**src/sv/bgap_pkg.sv**
```systemverilog
`timescale 1ns / 1ps

package bgap_pkg;

	localparam int unsigned BitsPerByte = 8;
	localparam int unsigned IdxW        = $clog2(BitsPerByte);
	localparam int unsigned PosW        = 8;
	localparam int unsigned BposW       = PosW - IdxW;

	// sequencer states
	typedef enum logic [1:0] {
		S_IDLE = 2'b01,
		S_SCAN = 2'b10
	} bgap_state_t;

	// control from the sequencer to the shared subtract unit
	typedef struct packed {
		logic            set_origin;
		logic            emit;
		logic            last;
		logic [PosW-1:0] pos;
	} bgap_ctl_t;

	// index of the lowest set bit, or 8 for a zero byte
	function automatic logic [IdxW:0] lowest_set(input logic [BitsPerByte-1:0] v);
		logic [IdxW:0] r;
		r = (IdxW+1)'(BitsPerByte);
		for (int i = BitsPerByte - 1; i >= 0; i--) begin
			if (v[i]) begin
				r = (IdxW+1)'(i);
			end
		end
		return r;
	endfunction

endpackage

```
**src/sv/bitmap_to_gap_encoder.sv**
```systemverilog
`timescale 1ns / 1ps
// Path: a data byte is held in the mask register, and each of its gaps is registered in the output register.
// Throughput: a data byte with set bits stalls the input while its gaps leave; origin
// bytes and zero bytes do not stall it. One gap leaves per cycle while out_stall is low, set by the
// single shared subtractor and the one-entry output register.
// Reset (arst_n low, asynchronous): idle, next byte is a stream origin, positions zero.

module bitmap_to_gap_encoder
	import bgap_pkg::*;
(
	input  logic                   clk,
	input  logic                   arst_n,
	input  logic                   in_valid,
	output logic                   in_stall,
	input  logic [BitsPerByte-1:0] bitmap_byte,
	input  logic                   stream_start,
	output logic                   out_valid,
	input  logic                   out_stall,
	output logic [PosW-1:0]        gap,
	output logic                   last_in_byte
);

	bgap_ctl_t       ctl;
	logic [PosW-1:0] gap_next;
	logic            out_free;
	logic            out_valid_q;
	logic [PosW-1:0] gap_q;
	logic            last_q;

	// output slot free when empty or being taken
	assign out_free = !out_valid_q || !out_stall;

	bgap_seq u_seq (
		.clk          (clk),
		.arst_n       (arst_n),
		.in_valid     (in_valid),
		.in_stall     (in_stall),
		.bitmap_byte  (bitmap_byte),
		.stream_start (stream_start),
		.out_free     (out_free),
		.ctl          (ctl)
	);

	bgap_diff u_diff (
		.clk      (clk),
		.arst_n   (arst_n),
		.ctl      (ctl),
		.gap_next (gap_next)
	);

	// output register valid
	always_ff @(posedge clk or negedge arst_n) begin
		if (!arst_n) begin
			out_valid_q <= 1'b0;
		end else if (out_free) begin
			out_valid_q <= ctl.emit;
		end
	end

	// output register payload
	always_ff @(posedge clk) begin
		if (ctl.emit) begin
			gap_q  <= gap_next;
			last_q <= ctl.last;
		end
	end

	assign out_valid    = out_valid_q;
	assign gap          = gap_q;
	assign last_in_byte = last_q;

endmodule

```
**src/sv/bgap_seq.sv**
```systemverilog
`timescale 1ns / 1ps

module bgap_seq
	import bgap_pkg::*;
(
	input  logic                   clk,
	input  logic                   arst_n,
	input  logic                   in_valid,
	output logic                   in_stall,
	input  logic [BitsPerByte-1:0] bitmap_byte,
	input  logic                   stream_start,
	input  logic                   out_free,
	output bgap_ctl_t              ctl
);

	bgap_state_t            state_q;
	logic [BitsPerByte-1:0] mask_q;
	logic [BposW-1:0]       base_q;
	logic [BposW-1:0]       bpos_q;
	logic                   pending_q;

	logic                   accept;
	logic                   origin;
	logic [IdxW:0]          in_low;
	logic [IdxW:0]          mask_low;
	logic [IdxW-1:0]        lsb_idx;
	logic [BitsPerByte-1:0] rest;

	// input handshake and lowest set bit of the remaining mask
	always_comb begin
		in_stall = (state_q != S_IDLE);
		accept   = in_valid && (state_q == S_IDLE);
		origin   = stream_start || pending_q;
		in_low   = lowest_set(bitmap_byte);
		mask_low = lowest_set(mask_q);
		lsb_idx  = mask_low[IdxW-1:0];
		rest     = mask_q & ~(BitsPerByte'(1) << lsb_idx);
	end

	// control word for the shared unit
	always_comb begin
		ctl = '0;
		if (accept && origin) begin
			ctl.set_origin = 1'b1;
			ctl.pos        = PosW'(in_low);
		end else if ((state_q == S_SCAN) && out_free) begin
			ctl.emit = 1'b1;
			ctl.last = (rest == '0);
			ctl.pos  = {base_q, lsb_idx};
		end
	end

	// sequencer state and position bookkeeping
	always_ff @(posedge clk or negedge arst_n) begin
		if (!arst_n) begin
			state_q   <= S_IDLE;
			bpos_q    <= '0;
			pending_q <= 1'b1;
		end else begin
			case (state_q)
				S_IDLE: begin
					if (accept) begin
						if (origin) begin
							bpos_q    <= BposW'(1);
							pending_q <= 1'b0;
						end else begin
							bpos_q <= bpos_q + BposW'(1);
							if (bitmap_byte != '0) begin
								state_q <= S_SCAN;
							end
						end
					end
				end
				S_SCAN: begin
					if (out_free && (rest == '0)) begin
						state_q <= S_IDLE;
					end
				end
				default: begin
					state_q <= S_IDLE;
				end
			endcase
		end
	end

	// remaining bits of the byte under scan
	always_ff @(posedge clk) begin
		if (accept && !origin) begin
			mask_q <= bitmap_byte;
			base_q <= bpos_q;
		end else if ((state_q == S_SCAN) && out_free) begin
			mask_q <= rest;
		end
	end

endmodule

```
**src/sv/bgap_diff.sv**
```systemverilog
`timescale 1ns / 1ps

module bgap_diff
	import bgap_pkg::*;
(
	input  logic            clk,
	input  logic            arst_n,
	input  bgap_ctl_t       ctl,
	output logic [PosW-1:0] gap_next
);

	logic [PosW-1:0] last_pos_q;

	// shared subtractor, wraps modulo 256
	assign gap_next = ctl.pos - last_pos_q;

	// previous set-bit position
	always_ff @(posedge clk or negedge arst_n) begin
		if (!arst_n) begin
			last_pos_q <= '0;
		end else if (ctl.set_origin || ctl.emit) begin
			last_pos_q <= ctl.pos;
		end
	end

endmodule

```
**config.mk**
```make
export PLATFORM = sky130hd
export DESIGN_NAME = bitmap_to_gap_encoder
export DESIGN_NICKNAME = d
export VERILOG_FILES = /design/src/sv/bgap_pkg.sv /design/src/sv/bitmap_to_gap_encoder.sv /design/src/sv/bgap_seq.sv /design/src/sv/bgap_diff.sv
export SDC_FILE = /design/constraint.sdc
export NUM_CORES = 1
export LEC_CHECK = 0
export BUFFER_PORTS_ARGS = -buffer_cell sky130_fd_sc_hd__buf_4
export CORE_UTILIZATION = 60
export DETAILED_ROUTE_END_ITERATION = 12
export PLACE_DENSITY = 0.78
export SLEW_MARGIN = 20
export SYNTH_ARGS = -nofsm -noshare
export SYNTH_HDL_FRONTEND = slang
export SYNTH_HIERARCHICAL = 1
export SYNTH_SLANG_ARGS = --single-unit
```
**constraint.sdc**
```tcl
create_clock -name clk -period 4 [get_ports clk]
set_input_delay 0.4 -clock clk [delete_from_list [all_inputs] [get_ports clk]]
set_output_delay 0.4 -clock clk [all_outputs]
set_load 0.02 [all_outputs]
```
=== Word-level counts from Yosys, hierarchy flattened ===
Cells that the tools add are included.

* Bits of input ports: 13
* Logic and storage cells: 68
* Register bits after elaboration: 39

* Reductions and logical operators: 18
* $add $sub $neg: 2
* Bitwise logic cells: 3
* Shift-type cells: 1
* Mux-type cells: 28
* Equality and inequality tests: 7

{| class="wikitable"
|+ Operators by type and width
! cell !! count
|-
| $mux 4 || 8
|-
| $mux 3 || 8
|-
| $mux 8 || 3
|-
| $mux 10 || 1
|-
| $mux 2 || 5
|-
| $and 8x8->8 || 1
|-
| $logic_not 8->1 || 1
|-
| $not 8->8 || 1
|-
| $reduce_bool 8->1 || 1
|-
| $shl 1x3->8 const A || 1
|-
| $sub 8x8->8 || 1
|-
| $ne 2x2->1 const B || 3
|-
| $add 5x1->5 const B || 1
|-
| $logic_and 1x1->1 || 5
|-
| $mux 5 || 1
|-
| $ne 2x1->1 const B || 2
|-
| $pmux 2 s2 || 1
|-
| $reduce_and 4->1 || 1
|-
| $logic_not 1->1 || 3
|-
| $logic_or 1x1->1 || 3
|-
| $reduce_and 3->1 || 1
|-
| $eq 2x1->1 const B || 1
|-
| $eq 2x2->1 const B || 1
|-
| $reduce_and 2->1 || 1
|-
| 4 further kinds || 4
|}

=== Longest topological paths before layout ===
Gate-level depths: netlist (run 1).

* Word-level depth: 15
* Mapped depth: 13
* Depth with buffers taken out: 13

=== Hierarchy ===
Netlist (run 1), hierarchy kept.

{| class="wikitable"
|+ Modules (own cells, without submodules)
! module !! instances !! cells each !! sequential area each (um^2) !! area each (um^2)
|-
| bgap_seq || 1 || 120 || 593.1 || 1157.4
|-
| bgap_diff || 1 || 61 || 200.2 || 624.3
|-
| bitmap_to_gap_encoder || 1 || 12 || 295.3 || 306.5
|}

=== Least setup slack after synthesis (run 1) ===
OpenSTA, ideal clock, no wires.

* Kind: flip-flop to flip-flop
* Start: register u_seq.state_q[0]
* End: register gap_q[7] (netlist: gap[7]), data pin
* Path slack: 1.159 ns
* Clock period less this slack: 2.841 ns
* Stages on the path, launching flop included: 10
* Data required time: 3.848 ns
* Data arrival time: 2.689 ns
* Setup time: 0.152 ns
* Cell sequence: dfstp_2 nand2b_1 nor2_1 o21ai_0 o41ai_1 ha_1 nand2b_1 a21oi_2 or3_1 a31oi_1

{| class="wikitable"
|+ RTL lines
! item !! line !! source
|-
| from (decl) || bgap_seq.sv:16 || <nowiki>bgap_state_t state_q;</nowiki>
|-
| from (signal assigned) || bgap_seq.sv:56 || <nowiki>state_q <= S_IDLE;</nowiki>
|-
| from (signal assigned) || bgap_seq.sv:69 || <nowiki>state_q <= S_SCAN;</nowiki>
|-
| from (signal assigned) || bgap_seq.sv:76 || <nowiki>state_q <= S_IDLE;</nowiki>
|-
| to (signal assigned) || bitmap_to_gap_encoder.sv:63 || <nowiki>gap_q <= gap_next;</nowiki>
|-
| to (decl) || bitmap_to_gap_encoder.sv:27 || <nowiki>logic [PosW-1:0] gap_q;</nowiki>
|}

==> results.md, run 1 <==
- The flow ran to the end, and the final reports show no timing, DRC or antenna violations.
- After synthesis, the mean cell area works out to 10.8 µm².
- The min-delay analysis places its worst path in the category in2reg.
- The count of final hold-check violations is 0.
- The clock tree from TritonCTS is built.
- The number of antenna diodes in the final layout is 0.
- The portion of the clock cycle consumed by the worst path in the final layout is between 70% and 80%.
- The initial antenna violation count is 0.
- For this run, the number of Yosys warnings is 6.
- The die is roughly 61 µm tall.
- In this run, the number of DRC markers left after iteration 0 of detailed routing was 47.
- The largest single stage delay on the critical path is 0.74 ns.
- The number of filler cells placed in the layout is between 200 and 250.
- The register area is around 1100 µm².
- Counting tap cells, the placed design contains a total of between 200 and 300 instances.
- The startpoint type of the worst setup path is a flip-flop.
- The detailed-placement wirelength estimate is a little under 3000 µm.
- The total negative slack is 0 ns.
- For this design, the slowest cell found on the critical path is o41ai_1.
- The slack of the critical path is 0.891 ns.
- TritonCTS created 5 clock buffers.
- Across the VDD grid, the largest voltage drop is roughly 350 µV.
- On the final layout, the worst clock skew is 0.0130 ns.
- Once layout is done, the placed cells without fillers occupy around 2400 µm².
- Setup violations remaining at the end of the flow were counted as 0.
- The hold slack is 0.267 ns.
- The number of design rule violations left after detail routing is 0.
- CTS placed an instance of clkbuf_4 at the clock tree root.
- Data arrives at the worst endpoint at between 3 and 4 ns.
- The area of the die is between 3000 and 4000 µm².
- Across the run, the number of max-cap violations was 0.
- Traced cell by cell, the critical path runs through nand2b_1 -> nor2_1 -> o21ai_0 -> o41ai_1 -> ha_1 -> nand2b_1 -> a21oi_2 -> or3_1 -> a31oi_1.
- The number of nets in the synthesized netlist is roughly 220.
- The floorplan has 21 rows.
- The netlist area before placement is between 2000 and 2500 µm².
- The total wire length after detailed routing is around 4000 µm.
- The worst-margin pin slew is roughly 0.76 ns.
- In this run the remaining antenna-violating nets after routing total 0.
- The maximum number of pins on one net before global-route repair is 18.
- For the worst-skew pair, the clock arrives at the later sink with an insertion delay of about 0.35 ns.
- Subtracting the final worst setup slack from the clock period gives approximately 3.1 ns.
- The critical path is of the reg2reg type.
- The routed length per placed instance is about 15 µm.
- For this run, the leading register cell type out of synthesis is edfxtp_1.
- The initial utilization of the core area, before any placement, comes to between 60% and 70%.
- From left edge to right edge, the die measures slightly above 60 µm.
- The top-level I/O count is 24.
- The worst setup timing slack at the placement stage is around 0.9 ns.
- The share of synthesized flip-flops with an asynchronous set or reset is between 40 and 50%.
- Counting along the longest clock path gives a buffer depth of 2.
- The sum of buffers and inverters on the critical path is 0.
- Global routing consumed, over all layers together, 23.9% of the routing resources.
- The leakage power is 1.03 nW.
- Sequential cells were found to cover ~52% of the synthesized design area.
- Counting stages on the worst path, the most repeated cell is nand2b_1.
- The clock-pin transition on the worst setup and hold timing paths is 0.12 ns.
- The area of the multi-input gates is 921 µm².
- The level count of the clock H-tree is 2.
- The first global-routing pass estimated around 6300 µm of wire.
- The net count of the finished layout is roughly 240.
- The first-pass detailed-route iteration total is 4.
- The count of final max-slew check failures was 0.
- The layout cell share with drive strength beyond 1 is between 20% and 30%.
- Synthesis produced a netlist whose cell count is between 150 and 200.
- The category of cells accounting for the largest share of critical-path delay is compound AO/OA/AOI/OAI gates.
- Timing would allow up to around 320 MHz.
- After the flow finishes, the layout carries non-filler instances totaling about 270.
- The final RePlAce weighted congestion is between 0.8 and 0.9.
- For the worst setup path, the data required time is around 4.2 ns.
- For this run the aggregate overflow at the end of global routing stands at 0.
- Setup repair after global routing left no endpoint under its margin.
- The power per cell area is between 400 and 500 nW/µm².
- Relative to the synthesized area, the layout overhead comes to 15.5%.
- The overall via count from detail_route is ~1500.
- The register bit total from synthesis is 39.
- Dividing the detail-routed via count by the number of cells gives 5.72.
- The synthesized netlist contains 45 unique library cells.
- The worst slew slack as a fraction of its limit is between 40% and 50%.
- Buffers placed on the I/O ports in this run total 23.
- The post-CTS resize count is 0.
- The maximum fanout along the worst path is 6.
- The total area inside the core boundary comes to roughly 3300 µm².
- CTS saw 39 sinks.
- In this run the cell area measured after placement is roughly 2300 µm².
- The number of enable flip-flop cells after synthesis is 22.
- The capturing element type of the critical path is a flip-flop.
- The via count of the first global-routing pass came to between 1000 and 1500.
[synthesized netlist by cell type, drive strengths merged, types with 3 or more instances]
cell,number,area [µm²]
inv,16,60.1
a21oi,9,48.8
nor3,4,20.0
o31ai,5,37.5
dfrtp,15,375
nand2,20,75.1
mux2,7,78.8
nor2,11,43.8
o21bai,3,22.5
o21ai,13,68.8
xnor2,5,43.8
a21o,5,38.8
and3,5,31.3
edfxtp,22,661
and2,3,18.8
nor4,3,18.8
ha,8,100
xor2,3,26.3
clkbuf,5,18.8
nand2b,4,25.0
[stage by stage]
stage / power (W) / utilization, %
6_report: 0.000968 / 72.3
5_1_grt: 0.00101 / 72.3
4_1_cts: 0.000971 / 72.3
3_5_place_dp: 0.000698 / 69.4
3_3_place_gp: 0.000686 / 69.4
2_1_floorplan: 0.000638 / -
[repair_timing]
action                                 in CTS  in global routing
setup buffers                               0                  0
hold buffers                                1                  0
endpoints found under the hold margin      15                  0
[final timing paths]
| path | start | endpoint | slack, ns | cells past startpoint |
|---|---|---|---|---|
| min in group asynchronous | arst_n | u_diff/last_pos_q[5] | 0.43 | 2 |
| max in group asynchronous | arst_n | u_seq/pending_q | 3.30 | 2 |
| worst min register to register | u_seq/bpos_q[4] | u_seq/base_q[4] | 0.50 | 0 |
| worst max register to register | u_seq/state_q[0] | gap[7] | 0.89 | 9 |
| worst min-delay path | out_stall | out_valid | 0.27 | 2 |
| worst max-delay path | u_seq/state_q[0] | gap[7] | 0.89 | 9 |
[cell type report]
cell class	instances	area share, %
Multi-Input combinational cell	132	38.2
Clock inverter	2	1.45
Clock buffer	6	2.13
Timing Repair Buffer	26	8.20
Sequential cell	39	45.1
Inverter	16	2.49
Tap cell	46	2.39
[worst register-to-register path: cells and delay by family (launching register included)]
family	cells	cell delay [ns]
AOI/OAI and AO/OA	4	1.24
and+or+nand+nor	4	0.84
DFF	1	0.55
adders and majority gates	1	0.35
[flip-flops by register name (all words and copies together), names as in the netlist]
| name | count |
|---|---|
| u_diff/last_pos_q | 8 |
| last_in_byte | 1 |
| gap | 8 |
| u_seq/mask_q | 8 |
| out_valid | 1 |
| u_seq/state_q | 2 |
| u_seq/bpos_q | 5 |
| u_seq/pending_q | 1 |
| u_seq/base_q | 5 |
[placed cells by master, fill, tap and decap left out, drive strengths merged, types with 2 or more instances in the layout]
master,instances
a2111oi,2
a211oi,2
a21o,5
a21oi,9
a31oi,2
and2,3
and3,5
buf,25
clkbuf,6
dfrtp,15
dfstp,2
edfxtp,22
ha,8
inv,16
mux2,7
nand2,20
nand2b,4
nand4,2
nor2,11
nor3,4
nor4,3
o21ai,13
o21bai,3
o31ai,5
o41ai,2
or2,2
or3,2
xnor2,5
xor2,3
[report_power, final]
group	internal, W	leakage (nW)	switching, W	total [W]
sequential	0.000475	0.430	0.0000327	0.000507
combinational	0.0000843	0.548	0.000101	0.000186
clock	0.000148	0.0482	0.000127	0.000275
total	0.000707	1.03	0.000261	0.000968
[logic make-up (layout without fill, tap and decap cells)]
group | Yosys count | after routing | share of synthesized area (%)
DFF | 39 | 39 | 52.1
and+or+nand+nor | 58 | 58 | 13.6
buffers and inverters | 22 | 50 | 4.01
AOI/OAI and AO/OA | 49 | 49 | 16.9
xor gates and xnor gates | 8 | 8 | 3.36
muxes | 7 | 7 | 3.77
adders and majority gates | 10 | 10 | 6.23
[layer usage]
layer / GRT usage (%) / vias to the layer above / wire length [µm]
met5: 0 / - / 0
met4: 13.0 / 0 / 114
met3: 5.54 / 13 / 165
met2: 37.8 / 38 / 1930
met1: 30.7 / 724 / 1750
li1: - / 753 / -
(Power assumes the default switching activity.)
==> run 2: changes to the inputs <==
- CORE_UTILIZATION: 60 -> 58
- PLACE_DENSITY: 0.78 -> 0.75
- clock period: 4 -> 2.9 ns (I/O delays scaled with it)
==> run 2 against run 1 <==
Sequential cell count stayed put; cell area rose by 4.2%; sequential power rose by 37%; clock skew shrank 0.0068 ns; utilization up 1.9 points; total power grew 39%; critical path depth grew 1; final cell count grew 4.9%; sequential share of layout area fell by 1.8 points; count of clock-buffer cells in the layout is 1 lower.
==> results.md, run 2 (synthesis results as in run 1) <==
- The run finished with clean final reports.
- The initial antenna violation count is 0 (unchanged).
- The buffer levels on the longest clock path is 2 (unchanged).
- The number of filler cells placed in the layout came to 238 (+2.1%).
- The net total in the final layout was 255 (+5.4%).
- The maximum fanout along the worst path is 6 (unchanged).
- The clock-pin transition on the worst setup and hold timing paths was 0.11 ns (about the same).
- The height of the die is 62.0 µm (+1.7%).
- The peak supply drop is 397 µV (+13%).
- The synthesis-to-layout area growth is 20.3%.
- The average vias per placed instance is 5.79 (+1.2%).
- The slack of the critical path came to 0.211 ns (-0.680 ns).
- The sum of internal, switching and leakage power is 0.00135 W (+39%).
- The largest individual stage delay along the critical path comes from the cell dfstp_2.
- The top-level I/O count is 24 (unchanged).
- The layout cell share with drive strength beyond 1 is 28.2% (+5.1 points).
- The area of the multi-input gates came to 930 µm² (+0.95%).
- The die width came to 62.0 µm (+1.7%).
- The placeable core region came to 3390 µm² (+1.6%).
- The met1 usage in global routing is 28.7% (-1.9 points).
- The critical path in this run is classified as reg2reg.
- The cell at the root of the clock tree is clkbuf_4.
- The number of clock buffers inserted by TritonCTS was 5 (unchanged).
- The overall routing resource usage is 24.5% (+0.54 points).
- The critical path goes through nor2b_1 -> and2_1 -> o311ai_0 -> o41ai_1 -> buf_4 -> fa_1 -> a211oi_2 -> o21bai_1 -> a21oi_1 -> xnor2_1.
- The insertion delay to the later sink of the worst-skew pair is 0.35 ns (about the same).
- The first-pass detailed-route iteration total was 4 (unchanged).
- The detailed-placement wirelength estimate is 3140 µm (+5.8%).
- The sink count of the clock tree was 39 (unchanged).
- In this run the worst hold path is classified as in2reg.
- The level count of the clock H-tree is 2 (unchanged).
- The met2 layer usage reported by global route is 41.9% (+4.1 points).
- The residual antenna-violating net count after detailed routing was 0 (unchanged).
- The shortest clock period the worst path allows after layout came to 2.69 ns (-0.420 ns).
- The routed length per placed instance came to 15.1 µm (+1.6%).
- Setup repair after global routing could not meet its margin everywhere.
- The worst-margin pin slew was 0.654 ns (-0.106 ns).
- The maximum number of pins on one net before global-route repair is 18 (unchanged).
- The arrival time reported for the critical path endpoint is 2.80 ns (-0.52 ns).
- The stage delay of the slowest cell on the critical path was 0.55 ns (-0.19 ns).
- The number of design rule violations left after detail routing is 0 (unchanged).
- The setup violation total in the final timing report is 0 (unchanged).
- The antenna diode count is 0 (unchanged).
- The cell row count is 21 (unchanged).
- The power per cell area is 536 nW/µm² (+33%).
- The highest clock frequency the design can meet is 372 MHz (+16%).
- The detailed router's first-iteration violation count came to 107 (+130%).
- The clock tree skew after final layout is 0.00621 ns (-0.00679 ns).
- The wire length of the first global-routing pass is 6670 µm (+6.1%).
- The count of final hold-check violations is 0 (unchanged).
- The worst setup timing slack at the placement stage is 0.150 ns (-0.749 ns).
- The initial standard-cell utilization of the core is 61.6% (-0.97 points).
- The count of buffers inserted at the top-level ports was 23 (unchanged).
- The worst slew slack as a fraction of its limit is 56.1% (+7.5 points).
- The count of maximum capacitance violations is 0 (unchanged).
- The overall via count from detail_route was 1621 (+6.1%).
- The overflow left after global routing is 0 (unchanged).
- The area of the die is 3840 µm² (+3.3%).
- The via count of the first global-routing pass was 1494 (+5.7%).
- In the layout the commonest cells are buf_4, edfxtp_1, nand2_1.
- The most common library cell in the layout ignoring fill and taps is buf_4.
- The global routing stage identified its most utilized layer as met2.
- The global-route met3 utilization was 6.63% (+1.1 points).
- The count of final max-slew check failures came to 0 (unchanged).
- The register area is 1090 µm² (unchanged).
- The total wire length after detailed routing was 4220 µm (+6.6%).
- The capturing element type of the critical path is a flip-flop.
- The final RePlAce weighted congestion is 0.914 (+9.6%).
- The portion of the clock cycle consumed by the worst path in the final layout is 92.7% (+15 points).
- The leakage power is 1.09 nW (+6.3%).
- TritonCTS built the clock tree.
- The critical path data required time is 3.01 ns (-1.20 ns).
- The startpoint type of the worst setup path is a flip-flop.
==> run 2: changes by cell type in the layout (fill, tap and decap cells not counted), sizes merged <==
cell | previous run | this run
buf | 25 | 38
clkbuf | 6 | 5
clkinv | 1 | 2
==> run 2: area by class of cell <==
class / instances / area share, %
clock buffer: 5 / 1.49
clock inverter: 3 / 1.74
inverter: 16 / 2.39
multi-input combinational: 132 / 37.0
sequential: 39 / 43.3
tap: 46 / 2.29
timing repair buffer: 39 / 11.8
==> run 2: what timing repair did <==
item                                   CTS  global route
gates resized for setup                  0             3
setup endpoints to repair                0             2
endpoints found under the hold margin   15             0
setup buffers                            0             9
hold buffers                             1             0
==> run 2: worst max-delay path, delay by kind of cell (launching register included) <==
family,cells,cell delay (ns)
compound gates,5,0.81
flops,1,0.55
buf+inv,1,0.18
fa+ha+maj,1,0.49
simple gates,2,0.33
xor+xnor,1,0.09
==> run 2: per-layer routing <==
| layer | routed length, µm | vias up |
|---|---|---|
| li1 | - | 784 |
| met1 | 1750 | 762 |
| met2 | 2090 | 59 |
| met3 | 244 | 16 |
| met4 | 132 | 0 |
| met5 | 0 | - |
==> run 2: report_power, final <==
group	total (W)	switching, W	internal, W
Clock	0.000361	0.000180	0.000181
Sequential	0.000696	0.0000413	0.000655
Combinational	0.000288	0.000153	0.000135
==> run 2: per-stage QoR <==
step | cells | util [%] | setup TNS, ns | cell area, µm² | hold WS (ns)
global placement | 262 | 69.2 | 0 | 2340 | 0.161
global route | 280 | 74.1 | -0.00212 | 2510 | 0.130
floorplan | 193 | - | 0 | 2090 | -0.00559
detailed placement | 262 | 69.2 | 0 | 2340 | 0.166
CTS | 271 | 71.9 | 0 | 2440 | 0.139
finish | 280 | 74.1 | 0 | 2510 | 0.145
==> run 2: path summary, 6_finish.rpt <==
| check | cells past startpoint | to | slack (ns) | start |
|---|---|---|---|---|
| worst max-delay path | 10 | gap[6] | 0.21 | u_seq/state_q[0] |
| worst min-delay path | 2 | out_valid | 0.15 | out_stall |
| max in group asynchronous | 2 | u_seq/pending_q | 2.32 | arst_n |
| worst min register to register | 0 | u_seq/base_q[4] | 0.48 | u_seq/bpos_q[4] |
| min in group asynchronous | 2 | u_diff/last_pos_q[3] | 0.32 | arst_n |
| worst max register to register | 10 | gap[6] | 0.21 | u_seq/state_q[0] |
==> run 3: changes to the inputs <==
- ABC_AREA: default -> 0
- CORE_UTILIZATION: 58 -> 52
- GPL_ROUTABILITY_DRIVEN: default -> 0
- PLACE_DENSITY: 0.75 -> 0.71
- clock period: 2.9 -> 2.39 ns (I/O delays scaled with it)
==> run 3 against run 2 <==
The run now ends with setup timing left; combinational power up 51%; first-iteration DRC count down 6.5%; count of clock-buffer cells in the layout up 1; clock skew up 0.0034 ns; wire length up 4.0%; final cell count up 6.8%; critical path depth down 1; cell area up 11%; register-to-register slack worse by 0.30 ns; sequential share of layout area down 4.4 points; sequential cell count unchanged; critical endpoint is now gap[7]; largest cell class unchanged.
==> results.md, run 3 (synthesis results as in run 1) <==
- The top-level I/O count was 24 (unchanged).
- The cell row count was 22 (+4.8%).
- The stage delay of the slowest cell on the critical path came to 0.57 ns (+0.02 ns).
- The residual antenna-violating net count after detailed routing is 0 (unchanged).
- The detailed-placement wirelength estimate is 3340 µm (+6.4%).
- The clock-pin transition on the worst setup and hold timing paths is 0.08 ns (-0.03 ns).
- The die width was 65.4 µm (+5.4%).
- The worst slew slack as a fraction of its limit is 64.3% (+8.1 points).
- The clock tree skew after final layout was 0.00957 ns (+0.00336 ns).
- The leakage power came to 1.22 nW (+12%).
- The total wire length after detailed routing was 4390 µm (+4.0%).
- The checks that failed: setup timing.
- The worst setup timing slack at the placement stage is -0.0943 ns (-0.244 ns).
- The sink count of the clock tree is 39 (unchanged).
- The number of design rule violations left after detail routing is 0 (unchanged).
- The wire length of the first global-routing pass is 7250 µm (+8.7%).
- Setup repair after global routing could not meet its margin everywhere.
- The average vias per placed instance came to 5.51 (-4.8%).
- The most common library cell in the layout ignoring fill and taps is buf_4.
- The count of maximum capacitance violations came to 0 (unchanged).
- The sum of buffers and inverters on the critical path is 0 (-1).
- The worst-margin pin slew is 0.531 ns (-0.123 ns).
- The category of cells accounting for the largest share of critical-path delay is compound AO/OA/AOI/OAI gates.
- The arrival time reported for the critical path endpoint came to 2.62 ns (-0.18 ns).
- The layout cell share with drive strength beyond 1 is 41.0% (+13 points).
- The root buffer cell chosen for the clock tree is clkbuf_8.
- The total negative slack was -0.270 ns (-0.270 ns).
- The detailed router's first-iteration violation count is 100 (-6.5%).
- The library cells used most frequently in the layout, excluding fill and tap cells, are buf_4, edfxtp_1, nand2_1.
- The initial antenna violation count is 0 (unchanged).
- The via count of the first global-routing pass was 1622 (+8.6%).
- The overall routing resource usage was 22.8% (-1.7 points).
- The synthesis-to-layout area growth is 33.9%.
- The initial standard-cell utilization of the core is 55.8% (-5.8 points).
- The flow ran to the end, but the final reports show violations.
- The slack of the critical path was -0.0918 ns (-0.302 ns).
- The maximum number of pins on one net before global-route repair is 18 (unchanged).
- For this design, the slowest cell found on the critical path is dfstp_2.
- The number of clock buffers inserted by TritonCTS is 5 (unchanged).
- The critical path is of the reg2reg type.
- TritonCTS built the clock tree.
- The shortest clock period the worst path allows after layout came to 2.48 ns (-0.208 ns).
- The antenna diode count was 0 (unchanged).
- The kind of path behind the tightest hold check is in2reg.
- The routed length per placed instance is 14.7 µm (-2.6%).
- The overall via count from detail_route was 1648 (+1.7%).
- The placeable core region was 3740 µm² (+10%).
- The critical path data required time is 2.53 ns (-0.48 ns).
- The net total in the final layout is 272 (+6.7%).
- The count of final max-slew check failures came to 0 (unchanged).
- The power per cell area is 635 nW/µm² (+19%).
- The peak supply drop was 389 µV (-2.1%).
- The setup violation total in the final timing report is 5 (+5).
- The overflow left after global routing is 0 (unchanged).
- The highest clock frequency the design can meet is 403 MHz (+8.4%).
- The height of the die was 65.4 µm (+5.4%).
- The count of final hold-check violations is 0 (unchanged).
- The maximum fanout along the worst path is 4 (-2).
- The level count of the clock H-tree is 2 (unchanged).
- The critical path goes through nand2b_4 -> nor2_4 -> o21ai_4 -> o41ai_4 -> ha_1 -> nand2b_1 -> a21oi_2 -> or3_1 -> a31oi_1.
- The buffer levels on the longest clock path is 2 (unchanged).
- The first-pass detailed-route iteration total is 4 (unchanged).
- The number of filler cells placed in the layout is 266 (+12%).
- The portion of the clock cycle consumed by the worst path in the final layout is 104% (+11 points).
- STA classifies the critical path endpoint as a flip-flop.
- The startpoint type of the worst setup path is a flip-flop.
- The count of buffers inserted at the top-level ports came to 23 (unchanged).
- The area of the die is 4270 µm² (+11%).
- The insertion delay to the later sink of the worst-skew pair is 0.29 ns (-0.06 ns).
==> run 3: cell count changes in the layout (fill, tap and decap cells not counted), moves of 2 or more <==
cell / delta
o41ai_1: -2
buf_6: +2
nand2b_4: +2
clkbuf_4: -5
nand2b_1: -2
a21oi_1: -4
clkbuf_8: +5
buf_4: +15
ha_1: -2
nor2_1: -2
a21oi_2: +4
==> run 3: cell type report <==
class                           count  area (µm²)  area share (%)
Clock inverter                      2        13.8           0.492
Timing Repair Buffer               56         430            15.4
Clock buffer                        6        93.8            3.36
Tap cell                           48        60.1            2.15
Sequential cell                    39        1090            38.9
Multi-Input combinational cell    132        1050            37.5
Inverter                           16        60.1            2.15
==> run 3: power by group <==
part           total (W)  internal, W  switching, W  leakage, nW
combinational   0.000435     0.000218      0.000217        0.730
sequential      0.000840     0.000795     0.0000450        0.430
clock           0.000500     0.000269      0.000231       0.0563
total            0.00177      0.00128      0.000493         1.22
==> run 3: path summary, 6_finish.rpt <==
check,cells after the start,endpoint,slack [ns],from
max,9,gap[7],-0.09,u_seq/state_q[0]
min,2,out_valid,0.17,out_stall
max reg2reg,9,gap[7],-0.09,u_seq/state_q[0]
min reg2reg,0,u_seq/base_q[4],0.49,u_seq/bpos_q[4]
max in group asynchronous,2,u_seq/state_q[0],1.78,arst_n
min in group asynchronous,2,u_diff/last_pos_q[5],0.34,arst_n
==> run 3: worst reg2reg max path, cell delays in order, from the launching register on <==
cell      delay, ns
dfstp_2        0.57
nand2b_4       0.07
nor2_4         0.13
o21ai_4        0.09
o41ai_4        0.48
ha_1           0.32
nand2b_1       0.13
a21oi_2        0.08
or3_1          0.30
a31oi_1        0.17
==> run 3: stage by stage <==
stage               area [µm²]  power, W  utilization (%)  std cells  hold WS (ns)
CTS                       2700   0.00175             72.0        295         0.158
global route              2800   0.00186             74.7        299         0.157
detailed placement        2540   0.00124             68.0        284         0.121
global placement          2540   0.00122             68.0        284         0.115
finish                    2800   0.00177             74.7        299         0.171
floorplan                 2150   0.00108                -        193       -0.0566
==> run 3: metal layers <==
layer  GRT usage (%)  wire length, µm  vias up  share of wire, %
li1                -                -      816                 -
met1            26.9             1910      794                44
met2            39.4             2300       36                52
met3            5.90              147        2               3.4
met4            8.97               22        0              0.50
met5               0                0        -                 0
==> run 3: repair_timing <==
action | CTS | global route
resized for setup | 4 | 14
setup buffers | 2 | 4
hold endpoints to repair | 15 | 0
hold buffers | 1 | 0
setup endpoints to repair | 3 | 5
gates cloned | 0 | 0
pin swaps | 4 | 11
